===== src/rtl/core/udprl_pkg.sv =====
// ----------------------------------------------------------------------------
// udprl_pkg
// shared types and constants of the udp sliding window rate limiter
// ----------------------------------------------------------------------------
package udprl_pkg;

   // default geometry of the timestamp log
   localparam int LOG_DEPTH_DEF  = 64;
   localparam int TIME_WIDTH_DEF = 32;

   // fixed field widths
   localparam int ETHER_W    = 16;
   localparam int PROTO_W    = 8;
   localparam int ADDR_W     = 32;
   localparam int ARRIVAL_W  = 32;
   localparam int VERDICT_W  = 2;
   localparam int WCOUNT_W   = 7;
   localparam int LIMIT_W    = 6;
   localparam int WINDOW_W   = 31;
   localparam int CSR_IDX_W  = 8;
   localparam int CSR_DATA_W = 32;

   // frame classification
   localparam logic [ETHER_W-1:0] ETHER_IPV4 = 16'h0800;
   localparam logic [PROTO_W-1:0] PROTO_UDP  = 8'd17;

   // verdict codes
   localparam logic [VERDICT_W-1:0] VERDICT_FORWARD = 2'd0;
   localparam logic [VERDICT_W-1:0] VERDICT_NOT_IP  = 2'd1;
   localparam logic [VERDICT_W-1:0] VERDICT_NOT_UDP = 2'd2;
   localparam logic [VERDICT_W-1:0] VERDICT_DROP    = 2'd3;

   // register indexes
   localparam logic [CSR_IDX_W-1:0] CSR_PACKET_LIMIT = 8'd0;
   localparam logic [CSR_IDX_W-1:0] CSR_WINDOW_TICKS = 8'd1;

   // register reset values
   localparam logic [LIMIT_W-1:0]  PACKET_LIMIT_RST = 6'd50;
   localparam logic [WINDOW_W-1:0] WINDOW_TICKS_RST = 31'd5000;

   typedef struct packed {
      logic [LIMIT_W-1:0]  packet_limit;
      logic [WINDOW_W-1:0] window_ticks;
   } udprl_cfg_type;

endpackage


===== src/rtl/core/udprl_ram.sv =====
// ----------------------------------------------------------------------------
// udprl_ram
// generic simple dual port ram, one write port, registered read port
// ----------------------------------------------------------------------------
module udprl_ram #(
   parameter int WIDTH = 32,
   parameter int DEPTH = 64
) (
   input  logic                     clock,
   input  logic                     wr_en,
   input  logic [$clog2(DEPTH)-1:0] wr_addr,
   input  logic [WIDTH-1:0]         wr_data,
   input  logic [$clog2(DEPTH)-1:0] rd_addr,
   output logic [WIDTH-1:0]         rd_data
);

   logic [WIDTH-1:0] mem_ff [DEPTH];
   logic [WIDTH-1:0] rd_data_ff;

   always_ff @(posedge clock) begin
      if (wr_en) begin
         mem_ff[wr_addr] <= wr_data;
      end
      rd_data_ff <= mem_ff[rd_addr];
   end

   assign rd_data = rd_data_ff;

endmodule


===== src/rtl/core/udprl_csr.sv =====
// ----------------------------------------------------------------------------
// udprl_csr
// configuration registers, written through a valid/ready port
// ----------------------------------------------------------------------------
module udprl_csr
   import udprl_pkg::*;
(
   input  logic                  clock,
   input  logic                  reset,
   input  logic                  csr_valid,
   output logic                  csr_ready,
   input  logic [CSR_IDX_W-1:0]  csr_index,
   input  logic [CSR_DATA_W-1:0] csr_wdata,
   output udprl_cfg_type         cfg
);

   udprl_cfg_type cfg_ff;
   udprl_cfg_type cfg_in;

   assign csr_ready = 1'b1;

   always_comb begin
      cfg_in = cfg_ff;
      if (csr_valid) begin
         case (csr_index)
            CSR_PACKET_LIMIT: cfg_in.packet_limit = csr_wdata[LIMIT_W-1:0];
            CSR_WINDOW_TICKS: cfg_in.window_ticks = csr_wdata[WINDOW_W-1:0];
            default:          cfg_in = cfg_ff;
         endcase
      end
   end

   always_ff @(posedge clock) begin
      if (reset) begin
         cfg_ff.packet_limit <= PACKET_LIMIT_RST;
         cfg_ff.window_ticks <= WINDOW_TICKS_RST;
      end else begin
         cfg_ff <= cfg_in;
      end
   end

   assign cfg = cfg_ff;

endmodule


===== src/rtl/core/udp_sliding_window_rate_limiter.sv =====
// latency: a rejected frame, or a udp packet into an empty log, shows its result
//   in the cycle after the input transfer; any other udp packet first runs the
//   read-compare loop over the log ram's single read port, popping expired entries
// throughput: one rejected frame or udp packet into an empty log per cycle unless
//   the result stalls; the read-compare loop holds off new descriptors until done
// reset: pointer, count, registers and state clear at once; the log ram is not
//   cleared (entries are only read after being written), so no sweep is needed
// ----------------------------------------------------------------------------
// udp_sliding_window_rate_limiter
// classifies packet descriptors and rate limits udp traffic with a circular
// log of arrival timestamps held in a synchronous ram
// ----------------------------------------------------------------------------
module udp_sliding_window_rate_limiter
   import udprl_pkg::*;
#(
   parameter int LOG_DEPTH  = LOG_DEPTH_DEF,
   parameter int TIME_WIDTH = TIME_WIDTH_DEF
) (
   input  logic                  clock,
   input  logic                  reset,
   // packet descriptor channel
   input  logic                  req_valid,
   output logic                  req_stall,
   input  logic [ETHER_W-1:0]    req_ether_kind,
   input  logic [PROTO_W-1:0]    req_ip_protocol,
   input  logic [ADDR_W-1:0]     req_source_addr,
   input  logic [ADDR_W-1:0]     req_dest_addr,
   input  logic [ARRIVAL_W-1:0]  req_arrival_time,
   // result channel
   output logic                  rsp_valid,
   input  logic                  rsp_stall,
   output logic [VERDICT_W-1:0]  rsp_verdict,
   output logic [ADDR_W-1:0]     rsp_out_source_addr,
   output logic [ADDR_W-1:0]     rsp_out_dest_addr,
   output logic [WCOUNT_W-1:0]   rsp_window_count,
   // configuration channel
   input  logic                  csr_valid,
   output logic                  csr_ready,
   input  logic [CSR_IDX_W-1:0]  csr_index,
   input  logic [CSR_DATA_W-1:0] csr_wdata
);

   localparam int PTR_W = $clog2(LOG_DEPTH);
   localparam int CNT_W = $clog2(LOG_DEPTH + 1);
   localparam int SUM_W = PTR_W + 1;
   // age compare width, wide enough for both the age and the window register
   localparam int CMP_W = (TIME_WIDTH > WINDOW_W) ? TIME_WIDTH : WINDOW_W;
   // count compare width against the packet limit
   localparam int LIM_W = (CNT_W > LIMIT_W) ? CNT_W : LIMIT_W;

   typedef enum logic {
      ST_IDLE,
      ST_CHECK
   } state_type;

   udprl_cfg_type cfg;

   // sequencer state
   state_type             state_ff, state_in;
   logic [PTR_W-1:0]      oldest_ff, oldest_in;
   logic [CNT_W-1:0]      count_ff, count_in;
   logic [TIME_WIDTH-1:0] now_ff, now_in;
   logic [ADDR_W-1:0]     src_ff, src_in;
   logic [ADDR_W-1:0]     dst_ff, dst_in;

   // output register
   logic                  rsp_valid_ff, rsp_valid_in;
   logic [VERDICT_W-1:0]  rsp_verdict_ff, rsp_verdict_in;
   logic [ADDR_W-1:0]     rsp_src_ff, rsp_src_in;
   logic [ADDR_W-1:0]     rsp_dst_ff, rsp_dst_in;
   logic [WCOUNT_W-1:0]   rsp_count_ff, rsp_count_in;

   // log ram ports
   logic                  wr_en;
   logic [PTR_W-1:0]      wr_addr;
   logic [PTR_W-1:0]      rd_addr;
   logic [TIME_WIDTH-1:0] rd_data;

   // datapath helpers
   logic                          out_free;
   logic                          accept;
   logic                          log_full;
   logic [PTR_W-1:0]              ptr_next;
   logic [SUM_W-1:0]              tail_sum;
   logic [PTR_W-1:0]              tail_idx;
   logic [TIME_WIDTH+ARRIVAL_W-1:0] arrival_ext;
   logic [TIME_WIDTH-1:0]         req_now;
   logic [TIME_WIDTH-1:0]         age;
   logic                          expired;

   // drop when more than the limit remain in the window
   function automatic logic [VERDICT_W-1:0] rate_verdict(
      input logic [CNT_W-1:0]   cnt,
      input logic [LIMIT_W-1:0] limit
   );
      logic drop;
      drop = LIM_W'(cnt) > LIM_W'(limit);
      return drop ? VERDICT_DROP : VERDICT_FORWARD;
   endfunction

   // reported count is the log occupancy masked to the field width
   function automatic logic [WCOUNT_W-1:0] report_count(input logic [CNT_W-1:0] cnt);
      logic [CNT_W+WCOUNT_W-1:0] wide;
      wide = {{WCOUNT_W{1'b0}}, cnt};
      return wide[WCOUNT_W-1:0];
   endfunction

   udprl_csr u_csr (
      .clock     (clock),
      .reset     (reset),
      .csr_valid (csr_valid),
      .csr_ready (csr_ready),
      .csr_index (csr_index),
      .csr_wdata (csr_wdata),
      .cfg       (cfg)
   );

   // timestamp log
   udprl_ram #(
      .WIDTH (TIME_WIDTH),
      .DEPTH (LOG_DEPTH)
   ) u_log (
      .clock   (clock),
      .wr_en   (wr_en),
      .wr_addr (wr_addr),
      .wr_data (req_now),
      .rd_addr (rd_addr),
      .rd_data (rd_data)
   );

   // a new item enters only in idle and only when the output register is free
   // or being emptied, so a finished udp result never finds it occupied
   assign out_free  = !rsp_valid_ff || !rsp_stall;
   assign req_stall = !((state_ff == ST_IDLE) && out_free);
   assign accept    = req_valid && !req_stall;

   // timestamp reduced modulo 2^TIME_WIDTH
   assign arrival_ext = {{TIME_WIDTH{1'b0}}, req_arrival_time};
   assign req_now     = arrival_ext[TIME_WIDTH-1:0];

   assign log_full = (count_ff == CNT_W'(LOG_DEPTH));
   assign ptr_next = (oldest_ff == PTR_W'(LOG_DEPTH - 1)) ? '0 : oldest_ff + 1'b1;

   // append slot, oldest + count wrapped once; count < depth when not full
   assign tail_sum = {1'b0, oldest_ff} + {1'b0, count_ff[PTR_W-1:0]};
   always_comb begin
      if (tail_sum >= SUM_W'(LOG_DEPTH)) begin
         tail_idx = PTR_W'(tail_sum - SUM_W'(LOG_DEPTH));
      end else begin
         tail_idx = tail_sum[PTR_W-1:0];
      end
   end

   // age of the oldest entry, read out of the ram the cycle before
   assign age     = now_ff - rd_data;
   assign expired = CMP_W'(age) > CMP_W'(cfg.window_ticks);

   always_comb begin
      state_in       = state_ff;
      oldest_in      = oldest_ff;
      count_in       = count_ff;
      now_in         = now_ff;
      src_in         = src_ff;
      dst_in         = dst_ff;
      rsp_valid_in   = rsp_valid_ff && rsp_stall;
      rsp_verdict_in = rsp_verdict_ff;
      rsp_src_in     = rsp_src_ff;
      rsp_dst_in     = rsp_dst_ff;
      rsp_count_in   = rsp_count_ff;
      wr_en          = 1'b0;
      wr_addr        = tail_idx;
      rd_addr        = oldest_ff;

      case (state_ff)
         ST_IDLE: begin
            if (accept) begin
               src_in = req_source_addr;
               dst_in = req_dest_addr;
               now_in = req_now;
               if (req_ether_kind != ETHER_IPV4) begin
                  // not ipv4, state untouched
                  rsp_valid_in   = 1'b1;
                  rsp_verdict_in = VERDICT_NOT_IP;
                  rsp_src_in     = req_source_addr;
                  rsp_dst_in     = req_dest_addr;
                  rsp_count_in   = report_count(count_ff);
               end else if (req_ip_protocol != PROTO_UDP) begin
                  // not udp, state untouched
                  rsp_valid_in   = 1'b1;
                  rsp_verdict_in = VERDICT_NOT_UDP;
                  rsp_src_in     = req_source_addr;
                  rsp_dst_in     = req_dest_addr;
                  rsp_count_in   = report_count(count_ff);
               end else begin
                  wr_en = 1'b1;
                  if (log_full) begin
                     // overwrite the oldest entry, the next one becomes oldest
                     wr_addr   = oldest_ff;
                     oldest_in = ptr_next;
                     rd_addr   = ptr_next;
                  end else begin
                     wr_addr  = tail_idx;
                     count_in = count_ff + 1'b1;
                     rd_addr  = oldest_ff;
                  end
                  if (count_ff == '0) begin
                     // lone entry has age zero and always stays
                     rsp_valid_in   = 1'b1;
                     rsp_verdict_in = rate_verdict(CNT_W'(1), cfg.packet_limit);
                     rsp_src_in     = req_source_addr;
                     rsp_dst_in     = req_dest_addr;
                     rsp_count_in   = report_count(CNT_W'(1));
                  end else begin
                     // read slot differs from the write slot, no forwarding needed
                     state_in = ST_CHECK;
                  end
               end
            end
         end
         ST_CHECK: begin
            if (expired) begin
               // pop the oldest and fetch the next one; the new entry never expires
               oldest_in = ptr_next;
               count_in  = count_ff - 1'b1;
               rd_addr   = ptr_next;
            end else begin
               rsp_valid_in   = 1'b1;
               rsp_verdict_in = rate_verdict(count_ff, cfg.packet_limit);
               rsp_src_in     = src_ff;
               rsp_dst_in     = dst_ff;
               rsp_count_in   = report_count(count_ff);
               state_in       = ST_IDLE;
            end
         end
         default: begin
            state_in = ST_IDLE;
         end
      endcase
   end

   always_ff @(posedge clock) begin
      if (reset) begin
         state_ff     <= ST_IDLE;
         oldest_ff    <= '0;
         count_ff     <= '0;
         rsp_valid_ff <= 1'b0;
      end else begin
         state_ff     <= state_in;
         oldest_ff    <= oldest_in;
         count_ff     <= count_in;
         rsp_valid_ff <= rsp_valid_in;
      end
      now_ff         <= now_in;
      src_ff         <= src_in;
      dst_ff         <= dst_in;
      rsp_verdict_ff <= rsp_verdict_in;
      rsp_src_ff     <= rsp_src_in;
      rsp_dst_ff     <= rsp_dst_in;
      rsp_count_ff   <= rsp_count_in;
   end

   assign rsp_valid           = rsp_valid_ff;
   assign rsp_verdict         = rsp_verdict_ff;
   assign rsp_out_source_addr = rsp_src_ff;
   assign rsp_out_dest_addr   = rsp_dst_ff;
   assign rsp_window_count    = rsp_count_ff;

endmodule


===== config.mk =====
export PLATFORM = sky130hd
export DESIGN_NAME = udp_sliding_window_rate_limiter
export DESIGN_NICKNAME = d
export VERILOG_FILES = /design/src/rtl/core/udprl_pkg.sv /design/src/rtl/core/udprl_ram.sv /design/src/rtl/core/udprl_csr.sv /design/src/rtl/core/udp_sliding_window_rate_limiter.sv
export SDC_FILE = /design/constraint.sdc
export NUM_CORES = 2
export LEC_CHECK = 0
export ABC_AREA = 1
export BUFFER_PORTS_ARGS = -buffer_cell sky130_fd_sc_hd__buf_4
export CELL_PAD_IN_SITES_DETAIL_PLACEMENT = 2
export CELL_PAD_IN_SITES_GLOBAL_PLACEMENT = 2
export CORE_MARGIN = 3
export CORE_UTILIZATION = 46
export DETAILED_ROUTE_END_ITERATION = 10
export GPL_ROUTABILITY_DRIVEN = 0
export PLACE_DENSITY_LB_ADDON = 0.1
export SLEW_MARGIN = 20
export SYNTH_ARGS = -nofsm -noshare
export SYNTH_HDL_FRONTEND = slang
export SYNTH_SLANG_ARGS = --single-unit

===== constraint.sdc =====
create_clock -name clock -period 12 [get_ports clock]
set_clock_uncertainty 0.05 [all_clocks]
set_input_delay 1.2 -clock clock [delete_from_list [all_inputs] [get_ports clock]]
set_output_delay 1.2 -clock clock [all_outputs]
set_load 0.01 [all_outputs]

* Yosys cells after proc, flatten, opt, wreduce, memory -nomap -nowiden
Memories as Yosys holds them, arrays and structs flattened. A register that Yosys moved wholly into a read port is not among the register bits.
Index checks and enable logic that the tools add are counted.
** Operators by class
- $lt $le $gt $ge :: 4
- Equal/unequal tests :: 12
- Bitwise gates (word level) :: 1
- Add/subtract/negate cells :: 6
- Reduce and logical (&&, ||, !) cells :: 14
- Muxes and demuxes :: 63
** Operator list (count)
- two-way mux 32 bit :: 10
- one-hot mux 32 bit (2 select lines) :: 2
- two-way mux 6 bit :: 12
- two-way mux 7 bit :: 10
- greater-than comparator 32 x 31 -> 1 bit :: 1
- subtractor 32 bit :: 1
- one-hot mux 7 bit (2 select lines) :: 2
- two-way mux 1 bit :: 16
- inequality test 16 x 12 -> 1 bit, second input constant :: 1
- two-way mux 2 bit :: 7
- one-hot mux 6 bit (2 select lines) :: 1
- inequality test 2 bit, second input constant :: 5
- == test 8 x 1 -> 1 bit, second input constant :: 1
- zero test 8 bit :: 1
- inequality test 8 x 5 -> 1 bit, second input constant :: 1
- adder 6 x 6 -> 7 bit :: 1
- adder 7 x 1 -> 7 bit, second input constant :: 1
- == test 7 bit, second input constant :: 1
- >= comparator 7 bit, second input constant :: 1
- greater-than comparator 7 x 6 -> 1 bit :: 1
- zero test 7 bit :: 1
- subtractor 7 x 1 -> 7 bit, second input constant :: 1
- adder 6 x 1 -> 6 bit, second input constant :: 1
- == test 6 bit, second input constant :: 1
- 13 further kinds :: 20
** Word-level totals
- Memory bits (writable) :: 2048
- Word-level logic and storage cells :: 114
- Memories kept :: 1
- Output and inout bits :: 76
- Bits in registers :: 221
** Memory list
- u_log.mem_ff :: depth 64, bits a word 32, rd ports 1, clocked after Yosys merged registers in 1, wr ports 1, line udprl_ram.sv:17 : logic [WIDTH-1:0] mem_ff [DEPTH];

* Logic depth before layout (Yosys ltp)
- Word-level depth :: 8
- Gate-level depth with buffers :: 44
- Depth with buffers taken out :: 42

* Hierarchy
A second synthesis with hierarchy kept.
** Unflattened totals
- Cells, all modules :: 8058
- Area, all modules :: 94495.6 um^2
** Modules (own cells, without submodules)
- udprl_ram :: times used 1, area each 82738.1 um^2, sequential area each 62139.6 um^2, cells an instance 6769
- udp_sliding_window_rate_limiter :: times used 1, area each 10102.2 um^2, sequential area each 5375.2 um^2, cells an instance 1053
- udprl_csr :: times used 1, area each 1655.3 um^2, sequential area each 740.7 um^2, cells an instance 236

* Worst setup path before layout
Ideal clock, no wire load.
- Path type :: input to register
- Start point :: input port rsp_stall
- End point :: memory u_log.mem_ff[16][0] (enable)
- Setup time :: 0.421 ns
- Path buffers :: 0
- Slack :: 5.354 ns
- Data required time :: 11.529 ns
- Data arrival time :: 6.174 ns
- Stages :: 11
- Path through :: nand2_1 nand3_1 inv_1 nand3_2 a21boi_0 o21ai_0 xor2_1 inv_1 nor2_1 nand2_1 nor2_1
** On the way
- Word-level cells in the longest chain between the ends :: 8
- Elaborated cells between the ends (all ways) :: 10
- Classes of those cells :: mux (6); reduce/logical (4)
** RTL lines
- start: declaration :: line udp_sliding_window_rate_limiter.sv:31 : input logic rsp_stall,
- zero test 1 bit (*) :: line udp_sliding_window_rate_limiter.sv:133 : assign out_free = !rsp_valid_ff || !rsp_stall;
- logical OR 1 bit (*) :: line udp_sliding_window_rate_limiter.sv:133
- logical AND 1 bit (*) :: line udp_sliding_window_rate_limiter.sv:134 : assign req_stall = !((state_ff == ST_IDLE) && out_free);
- logical AND 1 bit (*) :: line udp_sliding_window_rate_limiter.sv:135 : assign accept = req_valid && !req_stall;
- two-way mux 1 bit :: line udp_sliding_window_rate_limiter.sv:176 : if (accept) begin
- two-way mux 1 bit :: line udp_sliding_window_rate_limiter.sv:174 : case (state_ff)
- two-way mux 1 bit :: line udprl_ram.sv:21 : if (wr_en) begin
- two-way mux 1 bit (not written as such) :: line udprl_ram.sv:22 : mem_ff[wr_addr] <= wr_data;
- end: declaration :: line udprl_ram.sv:17
Every way passes the cells marked *; elsewhere a longest branch is shown, timed or not.

* Final worst setup path
- Start point :: register now_ff[0]
- End point :: register u_log.rd_data_ff[15], in the netlist u_log.rd_data[15], read port of u_log.mem_ff
** On the way
- Word-level cells in the longest chain between the ends :: 4
** RTL lines
- start: declaration :: line udp_sliding_window_rate_limiter.sv:62 : logic [TIME_WIDTH-1:0] now_ff, now_in;
- start signal: assignment :: line udp_sliding_window_rate_limiter.sv:253 : now_ff <= now_in;
- subtractor 32 bit :: line udp_sliding_window_rate_limiter.sv:155 : assign age = now_ff - rd_data;
- greater-than comparator 32 x 31 -> 1 bit :: line udp_sliding_window_rate_limiter.sv:156 : assign expired = CMP_W'(age) > CMP_W'(cfg.window_ticks);
- two-way mux 6 bit
- one-hot mux 6 bit (2 select lines)
- end: declaration :: line udprl_ram.sv:18 : logic [WIDTH-1:0] rd_data_ff;
Every way passes these cells.
A chain may end at the register's enable or synchronous reset.

==> results.tsv <==
stage	metric	value	unit
outcome	status	finished, final reports clean	
timing	max frequency	0.1129	GHz
synthesis	cell with the most instances after synthesis	sky130_fd_sc_hd__edfxtp_1	
worst_setup_path	Worst setup EP type	register	
global_route	global route overflow	0	
cells_and_area	ratio of cells with drive above 1 in the final layout	8.537	%
power_and_ir_drop	Leakage Power	44.44	nW
synthesis	number of storage elements in the synthesis netlist	2301	
cts	# clock sinks	2301	
detailed_routing	detailed-route DRC error count	0	
cts	clock transition time at the flip-flop clock pins of the worst setup and hold paths	0.06	ns
worst_setup_path	Worst Setup Path Type	reg -> reg	
worst_setup_path	cell type of the slowest stage on the worst timing path	sky130_fd_sc_hd__nand2_8	
synthesis	ys async rst share	0	%
worst_setup_path	worst stage delay on the critical path	0.71	ns
synthesis	total nets after synthesis	9417	
placed_design	IO buf count	238	
timing	Worst-Margin Slew	1.192	ns
synthesis	count of flip-flops with a built-in enable after synthesis	2217	
worst_hold_path	Hold WC Path Type	in -> reg	
cells_and_area	sequential cell area	0.06826	sq mm
detailed_routing	routed via count divided by cell count	6.029	
worst_setup_path	required time of the critical path	12.78	ns
worst_setup_path	Reg-to-Reg Start	now_ff[0]	
worst_setup_path	signal arrival time at the worst endpoint	9.63	ns
worst_setup_path	Critical R2R Capture	u_log.rd_data[15]	
cells_and_area	layout overhead on the synthesized area	12.37	%
synthesis	Mapped Area	0.1018	sq mm
cts	number of levels the H-tree was split into	5	
synthesis	Post-Syn Instances	9170	
timing	total count of max-transition violations in the final report	0	
cts	number of buffers on the longest clock path	4	
worst_hold_path	hold_sp	req_source_addr[8]	
timing	setup_tns	0	ns
worst_hold_path	hold-critical path endpoint	src_ff[8]	
floorplanning	die width	476.3	um
timing	unrepaired setup endpoints after global routing	no	
global_route	antenna violations before repair	22	
cells_and_area	multi-input combinational cell area	0.02629	sq mm
cts	clock latency of the later-clocked register in the worst-skew pair	0.94	ns
cts	CTS tree	done	
worst_setup_path	reg2reg path depth	38	
worst_hold_path	number of cells on the worst hold path	1	
synthesis	Yosys cell types	48	
synthesis	dominant cell type by area after synthesis	sky130_fd_sc_hd__edfxtp_1	
synthesis	most common library cells after synthesis	sky130_fd_sc_hd__edfxtp_1, sky130_fd_sc_hd__nand3_1, sky130_fd_sc_hd__nand2_1	
cts	number of hold-repair buffers added at the cts stage	0	
timing	final hold violations	0	
worst_setup_path	critical path buffer and inverter count	5	
power_and_ir_drop	worst supply voltage drop on vdd	0.0001378	V
synthesis	biggest area contributors in the synthesized netlist	sky130_fd_sc_hd__edfxtp_1, sky130_fd_sc_hd__nand3_1, sky130_fd_sc_hd__nand3b_1, sky130_fd_sc_hd__nand2_1, sky130_fd_sc_hd__inv_1	
detailed_routing	drt initial violations	7729	
global_route	largest net degree at the start of global routing	198	
placed_design	detailed placement HPWL	201200	um
global_route	Tot GR Track Use	32.65	%
floorplanning	initial core utilization	46.31	%
detailed_routing	total via count after detailed routing	74700	
cts	number of gates resized after cts	0	
worst_setup_path	cell with the most instances on the worst path	sky130_fd_sc_hd__nand2_1	
cells_and_area	Post-layout nets	9493	
floorplanning	floorplan die area	0.2269	sq mm
synthesis	most common flop cell mapped by yosys	sky130_fd_sc_hd__edfxtp_1	
cells_and_area	area of all placed cells without fillers	0.1143	sq mm
synthesis	Post-Syn Area per Cell	11.10	sq um
floorplanning	Top-Level Pins	241	
flow_run	max-cap violations	0	
floorplanning	overall die height	476.3	um
timing	relative slew slack	20.36	%
cts	number of post-CTS setup repair buffers	0	
worst_setup_path	element type at the critical path start	register	
timing	final setup violating endpoints	0	
cts	TritonCTS Buffers	276	
synthesis	sequential share of the synthesized area	67.08	%
power_and_ir_drop	Power per Cell Area	160.5	mW/mm^2
detailed_routing	detail-routed net length per standard cell	30.57	um
placed_design	Placed Area	0.1063	sq mm
worst_setup_path	cell family contributing the most delay on the critical path	simple AND/OR/NAND/NOR gates	
detailed_routing	number of detailed-routing iterations run before antenna repair	6	
timing	period utilization	73.79	%
floorplanning	CORE AREA	0.2197	sq mm
worst_setup_path	setup slack, reg-to-reg	3.15	ns
cts	cell at the root of the clock tree	sky130_fd_sc_hd__clkbuf_16	
detailed_routing	antenna viol nets, final	0	
synthesis	total of warnings raised by yosys	0	
cells_and_area	filler instances	21460	
timing	crit path time final	8.855	ns
detailed_routing	Routed WL	378700	um
floorplanning	cell row count	172	
worst_setup_path	Max Fanout on Critical Path	132	
global_route	via count of the first global-routing pass	82020	
global_route	global-route wire length before repair	552300	um
synthesis	top-area cell type share of the netlist area	65.43	%
-- stage by stage --
step | total power, mW | util, % | hold slack [ns] | setup slack (ns) | cells
floorplan | 10.03 | - | 0.3853 | 5.354 | 9170
global placement | 10.64 | 48.40 | 0.4028 | 3.369 | 11930
detailed placement | 10.76 | 48.40 | 0.4119 | 3.110 | 11930
CTS | 18.45 | 52.02 | 0.3435 | 3.131 | 12380
global route | 18.93 | 52.03 | 0.3651 | 2.341 | 12380
finish | 18.36 | 52.04 | 0.4182 | 3.145 | 12390
-- layout by cell type (no fill, tap or decap), drive strengths merged, types with 79 or more instances in the layout --
cell    synthesis  routed
inv          1306    1309
ha             79      79
clkinv          0      85
clkbuf         87     355
nor2          127     127
nand3b        767     767
buf           497     382
dfxtp          84      84
nand3        2206    2206
edfxtp       2217    2217
a21oi          94      94
nand2        1529    1529
-- cells by family (layout without fill, tap and decap cells) --
kind of cell | Yosys count | count (layout) | share of synthesized area, %
simple gates | 4660 | 4660 | 22.86
flops | 2301 | 2301 | 67.08
buf+inv | 1890 | 2138 | 7.620
compound gates | 199 | 199 | 1.089
fa+ha+maj | 82 | 82 | 1.030
xor+xnor | 37 | 37 | 0.3185
other cells | 1 | 14 | 0.003685
-- how the worst max path moves through the flow --
stage | startpoint | endpoint | slack (ns) | cells past startpoint
6_report | now_ff[0] | u_log.rd_data[15] | 3.15 | 38
5_1_grt | now_ff[0] | u_log.rd_data[13] | 2.34 | 38
4_1_cts | now_ff[0] | u_log.rd_data[13] | 3.13 | 38
3_5_place_dp | now_ff[0] | u_log.rd_data[17] | 3.11 | 38
3_3_place_gp | now_ff[0] | u_log.rd_data[17] | 3.37 | 38
2_1_floorplan | rsp_stall | u_log.mem_ff[16][0] | 5.35 | 11
-- routing by layer --
layer	wire [um]	GRT usage, %
met4	15130	12.49
met3	24580	4.324
met2	186400	55.40
met5	57	0
met1	152500	42.75
-- power breakdown --
group	leakage (nW)	internal (mW)	switching [mW]	total (mW)
Combinational	19.8	0.465	1.26	1.72
Clock	3.90	4.42	3.30	7.73
Sequential	20.7	8.86	0.0419	8.91
Total	44.4	13.8	4.61	18.4
-- sequential cells by signal, indices dropped and copies added, names as in the netlist --
name                 flops
rsp_out_dest_addr       32
now_ff                  32
count_ff                 7
rsp_out_source_addr     32
rsp_valid                1
state_ff                 1
u_log.mem_ff          2048
src_ff                  32
rsp_verdict              2
rsp_window_count         7
dst_ff                  32
u_log.rd_data           32
u_csr.cfg               37
oldest_ff                6
-- area by class of cell --
class | count | area share (%)
diodes | 13 | 0.02845
clock buffers | 355 | 6.472
clock inverters | 95 | 0.4935
inverters | 1306 | 4.302
multi-input cells | 4979 | 22.99
flip-flops and latches | 2301 | 59.69
well taps | 2958 | 3.237
repair buffers | 382 | 2.782
(Power assumes the default switching activity.)
